$ cat config.mk
export PLATFORM = sky130hd
export DESIGN_NAME = pidr_cell
export DESIGN_NICKNAME = d
export VERILOG_FILES = /design/src/pidr_pkg.sv /design/src/pidr_cell.sv
export SDC_FILE = /design/constraint.sdc
export NUM_CORES = 1
export LEC_CHECK = 0
export ABC_AREA = 1
export BUFFER_PORTS_ARGS = -buffer_cell sky130_fd_sc_hd__buf_2
export CAP_MARGIN = 40
export CORE_MARGIN = 2
export CORE_UTILIZATION = 44
export CTS_BUF_LIST = sky130_fd_sc_hd__clkbuf_16
export DETAILED_ROUTE_END_ITERATION = 8
export PLACE_DENSITY = 0.86
export SETUP_SLACK_MARGIN = 0.2
export SYNTH_ARGS = -nofsm -noshare
export SYNTH_HDL_FRONTEND = slang
export SYNTH_SLANG_ARGS = --single-unit
$ cat constraint.sdc
create_clock -name clk_i -period 3.4 [get_ports clk_i]
set_clock_uncertainty 0.15 [all_clocks]
set_input_delay 0.34 -clock clk_i [delete_from_list [all_inputs] [get_ports clk_i]]
set_output_delay 0.34 -clock clk_i [all_outputs]
set_load 0.005 [all_outputs]
$ cat src/pidr_pkg.sv
// pidr_pkg: shared types, codes and encode/decode helpers for the pixel ID remap table.
// No dependencies; imported by pidr_cell and pixel_id_remap_table.
package pidr_pkg;

  localparam int unsigned PIX_W     = 21;
  localparam int unsigned IDX_W     = 8;
  localparam int unsigned ID_MAX_W  = 12;  // covers up to 4096 IDs
  localparam logic [PIX_W-1:0] BLANK_PIXEL = 21'd32;

  localparam logic [1:0] CMD_TRACK    = 2'd0;
  localparam logic [1:0] CMD_EMIT     = 2'd1;
  localparam logic [1:0] CMD_KEY_READ = 2'd2;

  localparam logic [1:0] ST_OK          = 2'd0;
  localparam logic [1:0] ST_NOT_TRACKED = 2'd1;
  localparam logic [1:0] ST_FULL        = 2'd2;
  localparam logic [1:0] ST_ID_RANGE    = 2'd3;

  typedef struct packed {
    logic [1:0]       cmd;
    logic [PIX_W-1:0] pixel_value;
    logic [IDX_W-1:0] id_index;
  } pidr_in_t;

  typedef struct packed {
    logic [PIX_W-1:0] encoded_char;
    logic [PIX_W-1:0] key_value;
    logic [IDX_W-1:0] highest_id;
    logic [1:0]       status;
  } pidr_out_t;

  // Query token walking down the cell chain.
  typedef struct packed {
    logic                valid;
    logic [1:0]          cmd;
    logic [PIX_W-1:0]    pixel;
    logic [ID_MAX_W-1:0] idx;
    logic                found;
    logic [ID_MAX_W-1:0] hit_id;
    logic [PIX_W-1:0]    key;
  } pidr_tok_t;

  // Broadcast write port into the chain.
  typedef struct packed {
    logic                en;
    logic [ID_MAX_W-1:0] addr;
    logic [PIX_W-1:0]    data;
  } pidr_wr_t;

  function automatic logic [PIX_W-1:0] utf_encode(input logic [ID_MAX_W-1:0] id);
    logic [PIX_W-1:0] e;
    e = PIX_W'(id) + 21'd32;
    if (e >= 21'd34) e = e + 21'd1;
    if (e >= 21'd92) e = e + 21'd1;
    return e;
  endfunction

  function automatic logic [PIX_W-1:0] utf_decode(input logic [PIX_W-1:0] cp);
    logic [PIX_W-1:0] d;
    d = cp;
    if (d >= 21'd93) d = d - 21'd1;
    if (d >= 21'd35) d = d - 21'd1;
    return d - 21'd32;
  endfunction

endpackage

$ cat src/pidr_cell.sv
// pidr_cell: one dictionary entry plus one stage of the query token chain.
// Depends on pidr_pkg.
module pidr_cell import pidr_pkg::*; #(
  parameter int unsigned IDX = 0
) (
  input  logic                clk_i,
  input  logic                rst_ni,
  input  logic [ID_MAX_W-1:0] last_id_i,
  input  pidr_wr_t            wr_i,
  input  pidr_tok_t           tok_i,
  output pidr_tok_t           tok_o
);

  localparam logic [ID_MAX_W-1:0] MyId = ID_MAX_W'(IDX);

  logic [PIX_W-1:0] entry_q;
  pidr_tok_t        tok_d, tok_q;
  logic             active, match, wr_hit;

  assign active = (MyId <= last_id_i);
  assign match  = tok_i.valid && active && !tok_i.found && (entry_q == tok_i.pixel);
  assign wr_hit = wr_i.en && (wr_i.addr == MyId);

  always_comb begin
    tok_d = tok_i;
    if (match) begin
      tok_d.found  = 1'b1;
      tok_d.hit_id = MyId;
    end
    if (tok_i.valid && (tok_i.idx == MyId)) begin
      tok_d.key = entry_q;
    end
  end

  // entry 0 holds the empty pixel from reset; the others are written before use
  if (IDX == 0) begin : g_init
    always_ff @(posedge clk_i or negedge rst_ni) begin
      if (!rst_ni) begin
        entry_q <= BLANK_PIXEL;
      end else if (wr_hit) begin
        entry_q <= wr_i.data;
      end
    end
  end else begin : g_plain
    always_ff @(posedge clk_i) begin
      if (wr_hit) begin
        entry_q <= wr_i.data;
      end
    end
  end

  always_ff @(posedge clk_i or negedge rst_ni) begin
    if (!rst_ni) begin
      tok_q <= '0;
    end else begin
      tok_q <= tok_d;
    end
  end

  assign tok_o = tok_q;

endmodule

# Word-level counts from Yosys, hierarchy flattened
# Cells that the tools add are included.
totals:
  ff_bits: 91
  latchBits: 0
  ramBits: 0
  romBits: 0
  inputBits: 118
  out_inout_bits: 70
  word_cells: 20
  n_memories: 0
classes:
  add_sub_neg: 0
  multipliers: 0
  div: 0
  n_lt_le_gt_ge: 1
  n_eq_ne: 1
  shift: 0
  muxes: 2
  bitwise_logic: 0
  reduce_logical: 8
ops:
  columns: ["operator", "n"]
  rows:
  - ["$logic_not A12 Y1", 2]
  - ["$eq A21 B21 Y1", 1]
  - ["$mux W21", 1]
  - ["$mux W13", 1]
  - ["$le A1 B12 Y1 const A", 1]
  - ["$logic_and A1 B1 Y1", 5]
  - ["$logic_not A1 Y1", 1]

# Longest topological paths before layout
# Gate-level depths: netlist of the first run.
depth:
  word_depth: 5
  mapped_depth: 10

# Least setup slack after synthesis of the first run
# Ideal clock, no wire load.
synth_path:
  kind: "register to register"
  from: "register entry_q[5]"
  to: "register tok_q, in the netlist tok_o[24]"
  setup_ps: 111
  t_arrival_ps: 1218
  t_required_ps: 3139
  path_slack_ps: 1921
  path_stages_with_launch: 11
  n_path_buf: 1
  synth_period_minus_slack_ps: 1479
  path_cell_list: "dfstp_2 > inv_2 > nand2_1 > nand2_1 > nor2_1 > nand2_1 > nor2_2 > nand3_2 > buf_6 > nand2_2 > inv_2"
synth_rtl:
  columns: ["element", "line_no", "rtl"]
  rows:
  - ["from (decl)", "pidr_cell.sv:16", "logic [PIX_W-1:0] entry_q;"]
  - ["from (signal assigned)", "pidr_cell.sv:41", "entry_q <= wr_i.data;"]
  - ["to (signal assigned)", "pidr_cell.sv:56", "tok_q <= tok_d;"]
  - ["to (decl)", "pidr_cell.sv:17", "pidr_tok_t tok_d, tok_q;"]

==> results.md, run 1 <==
- Via density per instance: 4.538
- FF+latch count, synth: 91
- Net Sw Frac: 22.30%
- Port Buffer Count: 175
- Total power: 2342 uW
- Main area contributors after synthesis: dfrtp_1, nand2_1, nand3_1, nor2_1, inv_1
- Initial DRT Pass Iterations: 4
- Critical Path RT: 3.45 ns
- Root buffer cell: clkbuf_16
- Antenna violations before repair: 2
- Post-CTS setup buffers: 0
- Number of global-route vias before repair: 3095
- GPL Wtd Cong: 0.7724
- Net switching power: 522.2 uW
- Post-Syn Area: 0.003478 sq mm
- DRC violations left: 0
- Worst slew pin tran: 0.7450 ns
- Area leader, netlist: dfrtp_1
- Outcome: complete, no violations
- Peak supply drop: 0.0002103 V
- CTS tree: done
- Via count: 3140
- # clock sinks: 91
- Final min period: 2.175 ns
- Post-synth top area share: 64.75%
- Count leader, synth: nand2_1
- # rows: 32
- Die H: 92.91 microns
- Crit start category: input port
- First-pass GRT wire length: 14.02 mm
- DRT iter0 DRCs: 93
- CTS buffer count: 9
- Sequential share of the synthesized area: 65.50%
- Drt wl/cell: 13.16 microns
- Combinational share of power: 9.6%
- DIE WIDTH: 92.91 microns
- Synth-to-layout area growth: 47.30%
- Post-DP HPWL: 6.473 mm
- Worst setup path class: input port to flip-flop
- YS warnings: 0
- HP Class: input port to flip-flop
- DIE AREA: 0.008632 sq mm
- Starting Density: 45.25%
- Core ar.: 0.007687 sq mm
- Setup-failing EPs final: 0
- Reg area: 0.002278 sq mm
- Overflow after GRT: 0
- PD cells: 457.1 mW/mm^2
- Diodes inserted: 0
- Clk_lat worst skew: 0.32 ns
- Top_reg_cell synth: dfrtp_1
- Seq pwr share: 48.5%
- Fin. Hold Viols: 0
- Pint: 1820 uW
- Unrepaired setup endpoints after global routing: false
- Ys async rst share: 100.0%
- I/O pin total: 188
- CP max FO: 31
- Multi-input gate area: 972.2 sq um
- Setup TNS Final: 0 ns
- Fillers: 636
- H-tree lvl count: 3
- Post-Syn Area per Cell: 9.350 sq um
- Lkg Pwr: 0.002859 uW
- Max Root-Sink Buffers: 2
- Layout cells sized above 1: 37.97%
- Clock power frac: 41.8%
- Final WL: 9.108 mm
- Top post-synthesis cells by count: nand2_1, dfrtp_1, nor2_1
- Final Net Count: 703
- Critical Path AT: 2.22 ns
- Worst-path clk slew: 0.06 ns
- Net Count, Synth: 490
- Final ANT Viol Nets: 0
- FMAX: 459.8 MHz
- Worst Setup End Kind: flip-flop
- Max Transition Viols Final: 0
- Final critical-path share of the clock period: 63.97%
- Largest net degree at the start of global routing: 52
- GRT Total Usage: 21.29%
- Netlist cell types: 20
- Number of synthesized flops with an enable pin: 0
- Count of mapped cells out of synthesis: 372
- Max-slew headroom: 50.22%
- Maxcap violations: 0
routing by layer:
layer  share of wire, %  routed length, microns  vias up  track usage, %
met5               0.14                      13        -               0
met4                1.1                     104        2           7.966
met3                6.2                     562        8           4.557
met2                 51                    4646      126           37.86
met1                 42                    3781     1452           25.24
li1                   -                       -     1552               -
power by group through the flow:
stage | Sequential (uW) | Clock [uW] | Combinational, uW
after floorplan | 1160 | 0 | 42.6
after global placement | 1160 | 0 | 186
after detailed placement | 1160 | 0 | 195
after CTS | 1140 | 1010 | 225
after global routing | 1140 | 1060 | 251
final | 1140 | 980 | 225
sequential cells by signal, indices dropped and copies added, names as in the netlist:
signal,cells
entry_q,21
tok_o,70
worst max-delay path: stages:
cell,delay (ns)
dlygate4sd3_1,0.54
buf_2,0.13
nor3_1,0.20
and3_1,0.47
nand2_1,0.09
buf_4,0.26
nand2_1,0.11
o21ai_1,0.07
cell type report:
class,count,area share (%)
Sequential cell,91,44.47
Timing Repair Buffer,214,24.96
Multi-Input combinational cell,225,18.97
Clock buffer,9,4.396
Inverter,44,3.223
Tap cell,102,2.491
Clock inverter,7,1.490
worst paths after layout:
kind,slack [ns],endpoint,from,cells past startpoint
min in group asynchronous,0.39,tok_o[67],rst_ni,2
worst min-delay path,0.01,tok_o[47],tok_i[47],1
worst max-delay path,1.23,tok_o[9],tok_i[34],8
max in group asynchronous,2.08,tok_o[4],rst_ni,3
worst max register to register,1.52,tok_o[22],entry_q[5],9
worst min register to register,0.34,entry_q[5],entry_q[5],2
repair_timing:
action                                 in CTS  in global routing
hold buffers                               33                  2
endpoints found under the hold margin      71                  2
resized for setup                           0                  0
cells by family (layout without fill, tap and decap cells):
group           Yosys count  count (layout)  synth area share, %
compound gates           12              12                1.727
flops                    91              91                65.50
simple gates            211             211                25.72
xor+xnor                  2               2               0.5037
buf+inv                  56             274                6.547
layout by cell type (no fill, tap or decap), types with 2 or more instances in the layout:
cell           instances
buf_2                174
nand2_1              126
dfrtp_1               90
nor2_1                35
dlygate4sd3_1         35
nand3_1               32
inv_1                 28
inv_2                 14
o21ai_1               10
nand2_2               10
clkbuf_16              9
buf_4                  4
and3_1                 3
clkinv_1               2
o21ai_0                2
nor2_2                 2
xnor2_1                2
clkinvlp_4             2
clkinv_4               2
metrics by stage:
| stage | util (%) | hold WS [ns] | setup slack (ns) | instance area [sq um] | cells |
|---|---|---|---|---|---|
| finish | 66.65 | 0.01463 | 1.225 | 5124 | 692 |
| global route | 66.65 | 0.0006838 | 1.105 | 5124 | 692 |
| CTS | 66.39 | 0.001890 | 1.256 | 5104 | 690 |
| detailed placement | 58.17 | 0.2114 | 1.277 | 4472 | 641 |
| global placement | 57.81 | 0.3029 | 1.364 | 4444 | 640 |
| floorplan | - | -0.1056 | 1.921 | 3478 | 372 |
No activity file was read; power rests on OpenSTA's default activity.
==> run 2: changes to the inputs <==
Settings changed: CORE_UTILIZATION 44 to 40, PLACE_DENSITY 0.86 to 0.83.
Clock period 3.4 ns to 1.8 ns, I/O delays scaled along.
==> run 2 against run 1 <==
  * Count of clock-buffer cells in the layout stayed put
  * Sequential share of layout area decreased by 6.3 points
  * Via count is 13% higher
  * First-iteration DRC count is 40% higher
  * Clock power grew 100%
  * Hold slack worse by 0.012 ns
  * Total power grew 100%
  * Register-to-register slack got worse by 1.3 ns
  * Critical path depth rose by 2
  * Setup slack worse by 1.1 ns
  * Flip-flop and latch count unchanged
  * Sequential power grew 89%
  * Critical path type is now flip-flop to flip-flop
  * Critical endpoint is now tok_o[30]
==> results.md, run 2 (synthesized netlist as in run 1, its figures left out) <==
- Outcome: complete, no violations
- Setup-failing EPs final: 0
- Lkg Pwr: 0.003263 uW
- Final min period: 1.625 ns
- # clock sinks: 91
- CTS buffer count: 9
- Final WL: 11.33 mm
- Drt wl/cell: 14.77 microns
- Via count: 3547
- Synth-to-layout area growth: 71.83%
- DIE AREA: 0.009458 sq mm
- Setup TNS Final: 0 ns
- Clock power frac: 42.0%
- Root buffer cell: clkbuf_16
- Number of global-route vias before repair: 3724
- Seq pwr share: 45.8%
- Peak supply drop: 0.0006000 V
- Port Buffer Count: 175
- Commonest non-fill, non-tap cell in the layout: buf_2
- Final instance area: 0.005977 sq mm
- Final critical-path share of the clock period: 90.29%
- R2R cell count: 10
- Net switching power: 1028 uW
- Final ANT Viol Nets: 0
- Max reg flops: 70
- Die H: 97.25 microns
- First-pass GRT wire length: 17.68 mm
- Placement Cell Area: 0.004557 sq mm
- CP max FO: 6
- Fin. Hold Viols: 0
- Hold Path Cell Cnt: 3
- Worst-path clk slew: 0.07 ns
- Final Net Count: 772
- # rows: 34
- Max Root-Sink Buffers: 2
- Unrepaired setup endpoints after global routing: true
- Initial DRT Pass Iterations: 4
- Worst Setup End Kind: flip-flop
- Net Sw Frac: 21.88%
- Core ar.: 0.008593 sq mm
- Starting Density: 40.48%
- DRT iter0 DRCs: 130
- DRC violations left: 0
- Pint: 3669 uW
- I/O pin total: 188
- Largest net degree at the start of global routing: 34
- CTS tree: done
- Crit start category: flip-flop
- Total power: 4696 uW
- Diodes inserted: 0
- H-tree lvl count: 3
- Worst slew pin tran: 0.4372 ns
- Worst setup path class: flip-flop to flip-flop
- Critical Path RT: 1.88 ns
- Min Hold Slack: 0.002750 ns
- Most frequent cells in the layout: buf_2, nand2_1, dfrtp_1, dlygate4sd3_1, nand3_1
- Max-slew headroom: 70.86%
- Critical Path AT: 1.71 ns
- Antenna violations before repair: 0
- Via density per instance: 4.625
- PD cells: 785.7 mW/mm^2
- Maxcap violations: 0
- GPL Wtd Cong: 0.8153
- Overflow after GRT: 0
- Post-DP HPWL: 6.890 mm
- Layout cells sized above 1: 38.09%
- FMAX: 615.3 MHz
- Max Transition Viols Final: 0
- HP Class: input port to flip-flop
- GRT Total Usage: 23.68%
- Finished Core Util: 69.55%
- DIE WIDTH: 97.25 microns
- Clk_lat worst skew: 0.33 ns
- Combinational share of power: 12.1%
-- run 2: cell types whose count changed in the layout (fill, tap and decap cells not counted), moves of 5 or more --
cell            previous run  this run
nand2_2                   10         5
dlygate4sd3_1             35        84
dlymetal6s4s_1             0         7
nand2_1                  126       120
nand2_4                    0        11
buf_4                      4        13
-- run 2: layer usage --
layer  wire [microns]  part of all wire, %  global-route usage, %  vias up
met5                0                    0                      0        -
met4              344                  3.0                  10.26        0
met3              714                  6.3                  4.676       30
met2             5849                   52                  41.56      178
met1             4422                   39                  28.35     1649
li1                 -                    -                      -     1690
-- run 2: area by class of cell --
type / count / area [sq um]
Multi-Input combinational cell: 225 / 1070
Timing Repair Buffer: 283 / 2009
Clock inverter: 7 / 93.84
Tap cell: 108 / 135.1
Clock buffer: 9 / 225.2
Sequential cell: 91 / 2278
Inverter: 44 / 165.2
Fill cell: 634 / 2616
-- run 2: per-stage QoR --
step                      setup WS, ns  std cells
after floorplan                 0.3208        372
after global routing            0.1128        767
final                           0.1748        767
after detailed placement        0.1448        655
after CTS                       0.1683        762
after global placement          0.1790        655
-- run 2: what timing repair did --
| action | 4_1_cts | 5_1_grt |
|---|---|---|
| hold buffers | 91 | 0 |
| buffers inserted | 0 | 4 |
| gates resized for setup | 1 | 41 |
| hold endpoints to repair | 119 | 0 |
| endpoints found under the setup margin | 12 | 30 |
| pin swaps | 0 | 17 |
| gates cloned | 0 | 1 |
-- run 2: path summary, 6_finish.rpt --
| kind | from | endpoint | slack [ns] |
|---|---|---|---|
| worst max-delay path | entry_q[5] | tok_o[30] | 0.17 |
| worst min-delay path | wr_i[11] | entry_q[11] | 0.003 |
| worst max register to register | entry_q[5] | tok_o[30] | 0.17 |
| worst min register to register | entry_q[5] | entry_q[5] | 0.32 |
| max in group asynchronous | rst_ni | entry_q[5] | 0.72 |
| min in group asynchronous | rst_ni | tok_o[30] | 0.20 |
-- run 2: critical path, stage by stage, from the launching register on --
cell and delay (ns):
dfstp_2 0.55, inv_2 0.04, nand2_2 0.06, nand2_2 0.06, nor2_2 0.08, nand2_1 0.07, nor2_2 0.12, nand3_4 0.12
clkbuf_16 0.19, nand2_4 0.07, inv_2 0.02
-- run 2: power groups by stage --
stage / Clock [uW] / Sequential (uW) / Combinational (uW)
4_1_cts: 2020 / 2150 / 530
3_5_place_dp: 0 / 2190 / 375
5_1_grt: 2110 / 2160 / 624
3_3_place_gp: 0 / 2180 / 364
6_report: 1970 / 2150 / 570
2_1_floorplan: 0 / 2200 / 80.4
==> run 3: changes to the inputs <==
Settings changed: PLACE_DENSITY 0.83 to 0.87, SETUP_SLACK_MARGIN 0.2 to not set.
==> run 3 against run 2 <==
  * The run now ends with hold timing left
  * Hold slack got worse by 0.043 ns
  * First-iteration DRC count decreased by 8.5%
  * Flip-flop and latch count unchanged
  * Count of clock-buffer cells in the layout unchanged
  * Sequential power about the same
  * Final cell count decreased by 0.52%
  * Via count decreased by 1.9%
  * Critical path type is now input port to flip-flop
==> results.md, run 3 (synthesized netlist as in run 1, its figures left out) <==
- Outcome: finished, violations left
- Failing checks: hold timing
- DRC violations left: 0
- First-pass GRT wire length: 17.61 mm
- Worst setup path class: input port to flip-flop
- Final ANT Viol Nets: 0
- Pint: 3522 uW
- Overflow after GRT: 0
- Root buffer cell: clkbuf_16
- GPL Wtd Cong: 0.8060
- Final WL: 11.13 mm
- HP Class: input port to flip-flop
- Synth-to-layout area growth: 67.37%
- Max Root-Sink Buffers: 2
- Critical path's slowest cell: dlygate4sd3_1
- DIE WIDTH: 97.25 microns
- Placement Cell Area: 0.004552 sq mm
- Core ar.: 0.008593 sq mm
- Peak supply drop: 0.0003921 V
- Maxcap violations: 0
- DIE AREA: 0.009458 sq mm
- Critical Path RT: 1.86 ns
- Max reg flops: 70
- Port Buffer Count: 175
- CTS tree: done
- GRT Total Usage: 24.00%
- Slowest stage delay, CP: 0.54 ns
- CP Cell Sequence: dlygate4sd3_1 > buf_2 > nor3_2 > and3_1 > nand2_1 > buf_4 > nand2_1 > o21ai_1
- Net Sw Frac: 22.89%
- DRT iter0 DRCs: 119
- CP max FO: 21
- Finished Core Util: 67.75%
- Most frequent cells in the layout: buf_2, nand2_1, dlygate4sd3_1, dfrtp_1, nand3_1
- # clock sinks: 91
- Number of global-route vias before repair: 3750
- Fillers: 650
- Clock power frac: 41.0%
- Clk_lat worst skew: 0.33 ns
- FMAX: 574.0 MHz
- Non-Filler Instances: 763
- Worst Setup End Kind: flip-flop
- Final instance area: 0.005822 sq mm
- Antenna violations before repair: 0
- Via density per instance: 4.560
- PD cells: 784.6 mW/mm^2
- Initial DRT Pass Iterations: 4
- Inst Count DP: 656
- Setup TNS Final: 0 ns
- I/O pin total: 188
- Final Net Count: 768
- Worst-path clk slew: 0.07 ns
- Max-slew headroom: 78.38%
- Critical Path AT: 1.80 ns
- Via count: 3479
- Max Transition Viols Final: 0
- CTS buffer count: 9
- Combinational share of power: 11.9%
- Crit start category: input port
- Final min period: 1.742 ns
- Final critical-path share of the clock period: 96.79%
- # rows: 34
- Worst slew pin tran: 0.3243 ns
- Commonest non-fill, non-tap cell in the layout: buf_2
- Net switching power: 1045 uW
- Drt wl/cell: 14.59 microns
- Die H: 97.25 microns
- Diodes inserted: 0
- Layout cells sized above 1: 35.88%
- H-tree lvl count: 3
- Reg area: 0.002278 sq mm
- Post-DP HPWL: 6.846 mm
- Total power: 4568 uW
- Largest net degree at the start of global routing: 40
- Starting Density: 40.48%
- Seq pwr share: 47.1%
- Fin. Hold Viols: 1
- Min Hold Slack: -0.04056 ns
- Setup-failing EPs final: 0
- Multi-input gate area: 994.7 sq um
- Most used cell, CP: nand2_1
- Lkg Pwr: 0.003170 uW
==> run 3: cell types whose count changed in the layout (fill, tap and decap cells not counted), sizes merged <==
cell / previous run / this run
buf: 191 / 185
bufinv: 2 / 1
clkinv: 5 / 6
dlygate4sd3: 84 / 91
dlymetal6s4s: 7 / 2
==> run 3: critical path: cells and delay by family <==
| family | cells | cell delay (ns) |
|---|---|---|
| AND/OR/NAND/NOR | 4 | 0.66 |
| AO/OA/AOI/OAI | 1 | 0.08 |
| buffers and inverters | 3 | 0.89 |
==> run 3: area by class of cell <==
cell class                      count  area share [%]
Timing Repair Buffer              279           33.44
Sequential cell                    91           39.14
Clock inverter                      7           1.311
Tap cell                          108           2.321
Clock buffer                        9           3.868
Multi-Input combinational cell    225           17.09
Inverter                           44           2.837
==> run 3: metal layers <==
layer | up-vias | GRT usage, % | wire, microns
met1 | 1610 | 26.72 | 4220
met3 | 30 | 5.396 | 632
met4 | 0 | 10.79 | 389
met5 | - | 0 | 0
li1 | 1684 | - | -
met2 | 155 | 43.70 | 5889
==> run 3: worst paths after layout <==
| kind | from | end | slack (ns) | depth (start not counted) |
|---|---|---|---|---|
| setup / recovery | tok_i[34] | tok_o[8] | 0.06 | 8 |
| hold / removal | tok_i[60] | tok_o[60] | -0.04 | 1 |
| setup reg to reg | entry_q[14] | tok_o[22] | 0.15 | 9 |
| hold reg to reg | entry_q[5] | entry_q[5] | 0.35 | 2 |
| max in group asynchronous | rst_ni | entry_q[5] | 0.73 | 3 |
| min in group asynchronous | rst_ni | tok_o[40] | 0.14 | 2 |
==> run 3: through the flow <==
step | hold WS (ns) | worst slack [ns]
floorplan | -0.2656 | 0.3208
global placement | -0.04884 | 0.1695
detailed placement | -0.04586 | 0.1262
CTS | 0.1401 | 0.06618
global route | 0.02406 | -0.03233
finish | -0.04056 | 0.05771
==> run 3: power by group through the flow <==
stage | combinational (uW) | sequential [uW] | clock (uW)
floorplan | 80.4 | 2200 | 0
global placement | 364 | 2180 | 0
detailed placement | 375 | 2190 | 0
CTS | 530 | 2150 | 1920
global route | 598 | 2160 | 2030
finish | 543 | 2150 | 1870
==> run 3: repair_timing <==
action	4_1_cts	5_1_grt
endpoints found under the hold margin	181	1
buffers inserted	0	0
hold buffers	92	1
setup endpoints to repair	0	6
resized for setup	0	9
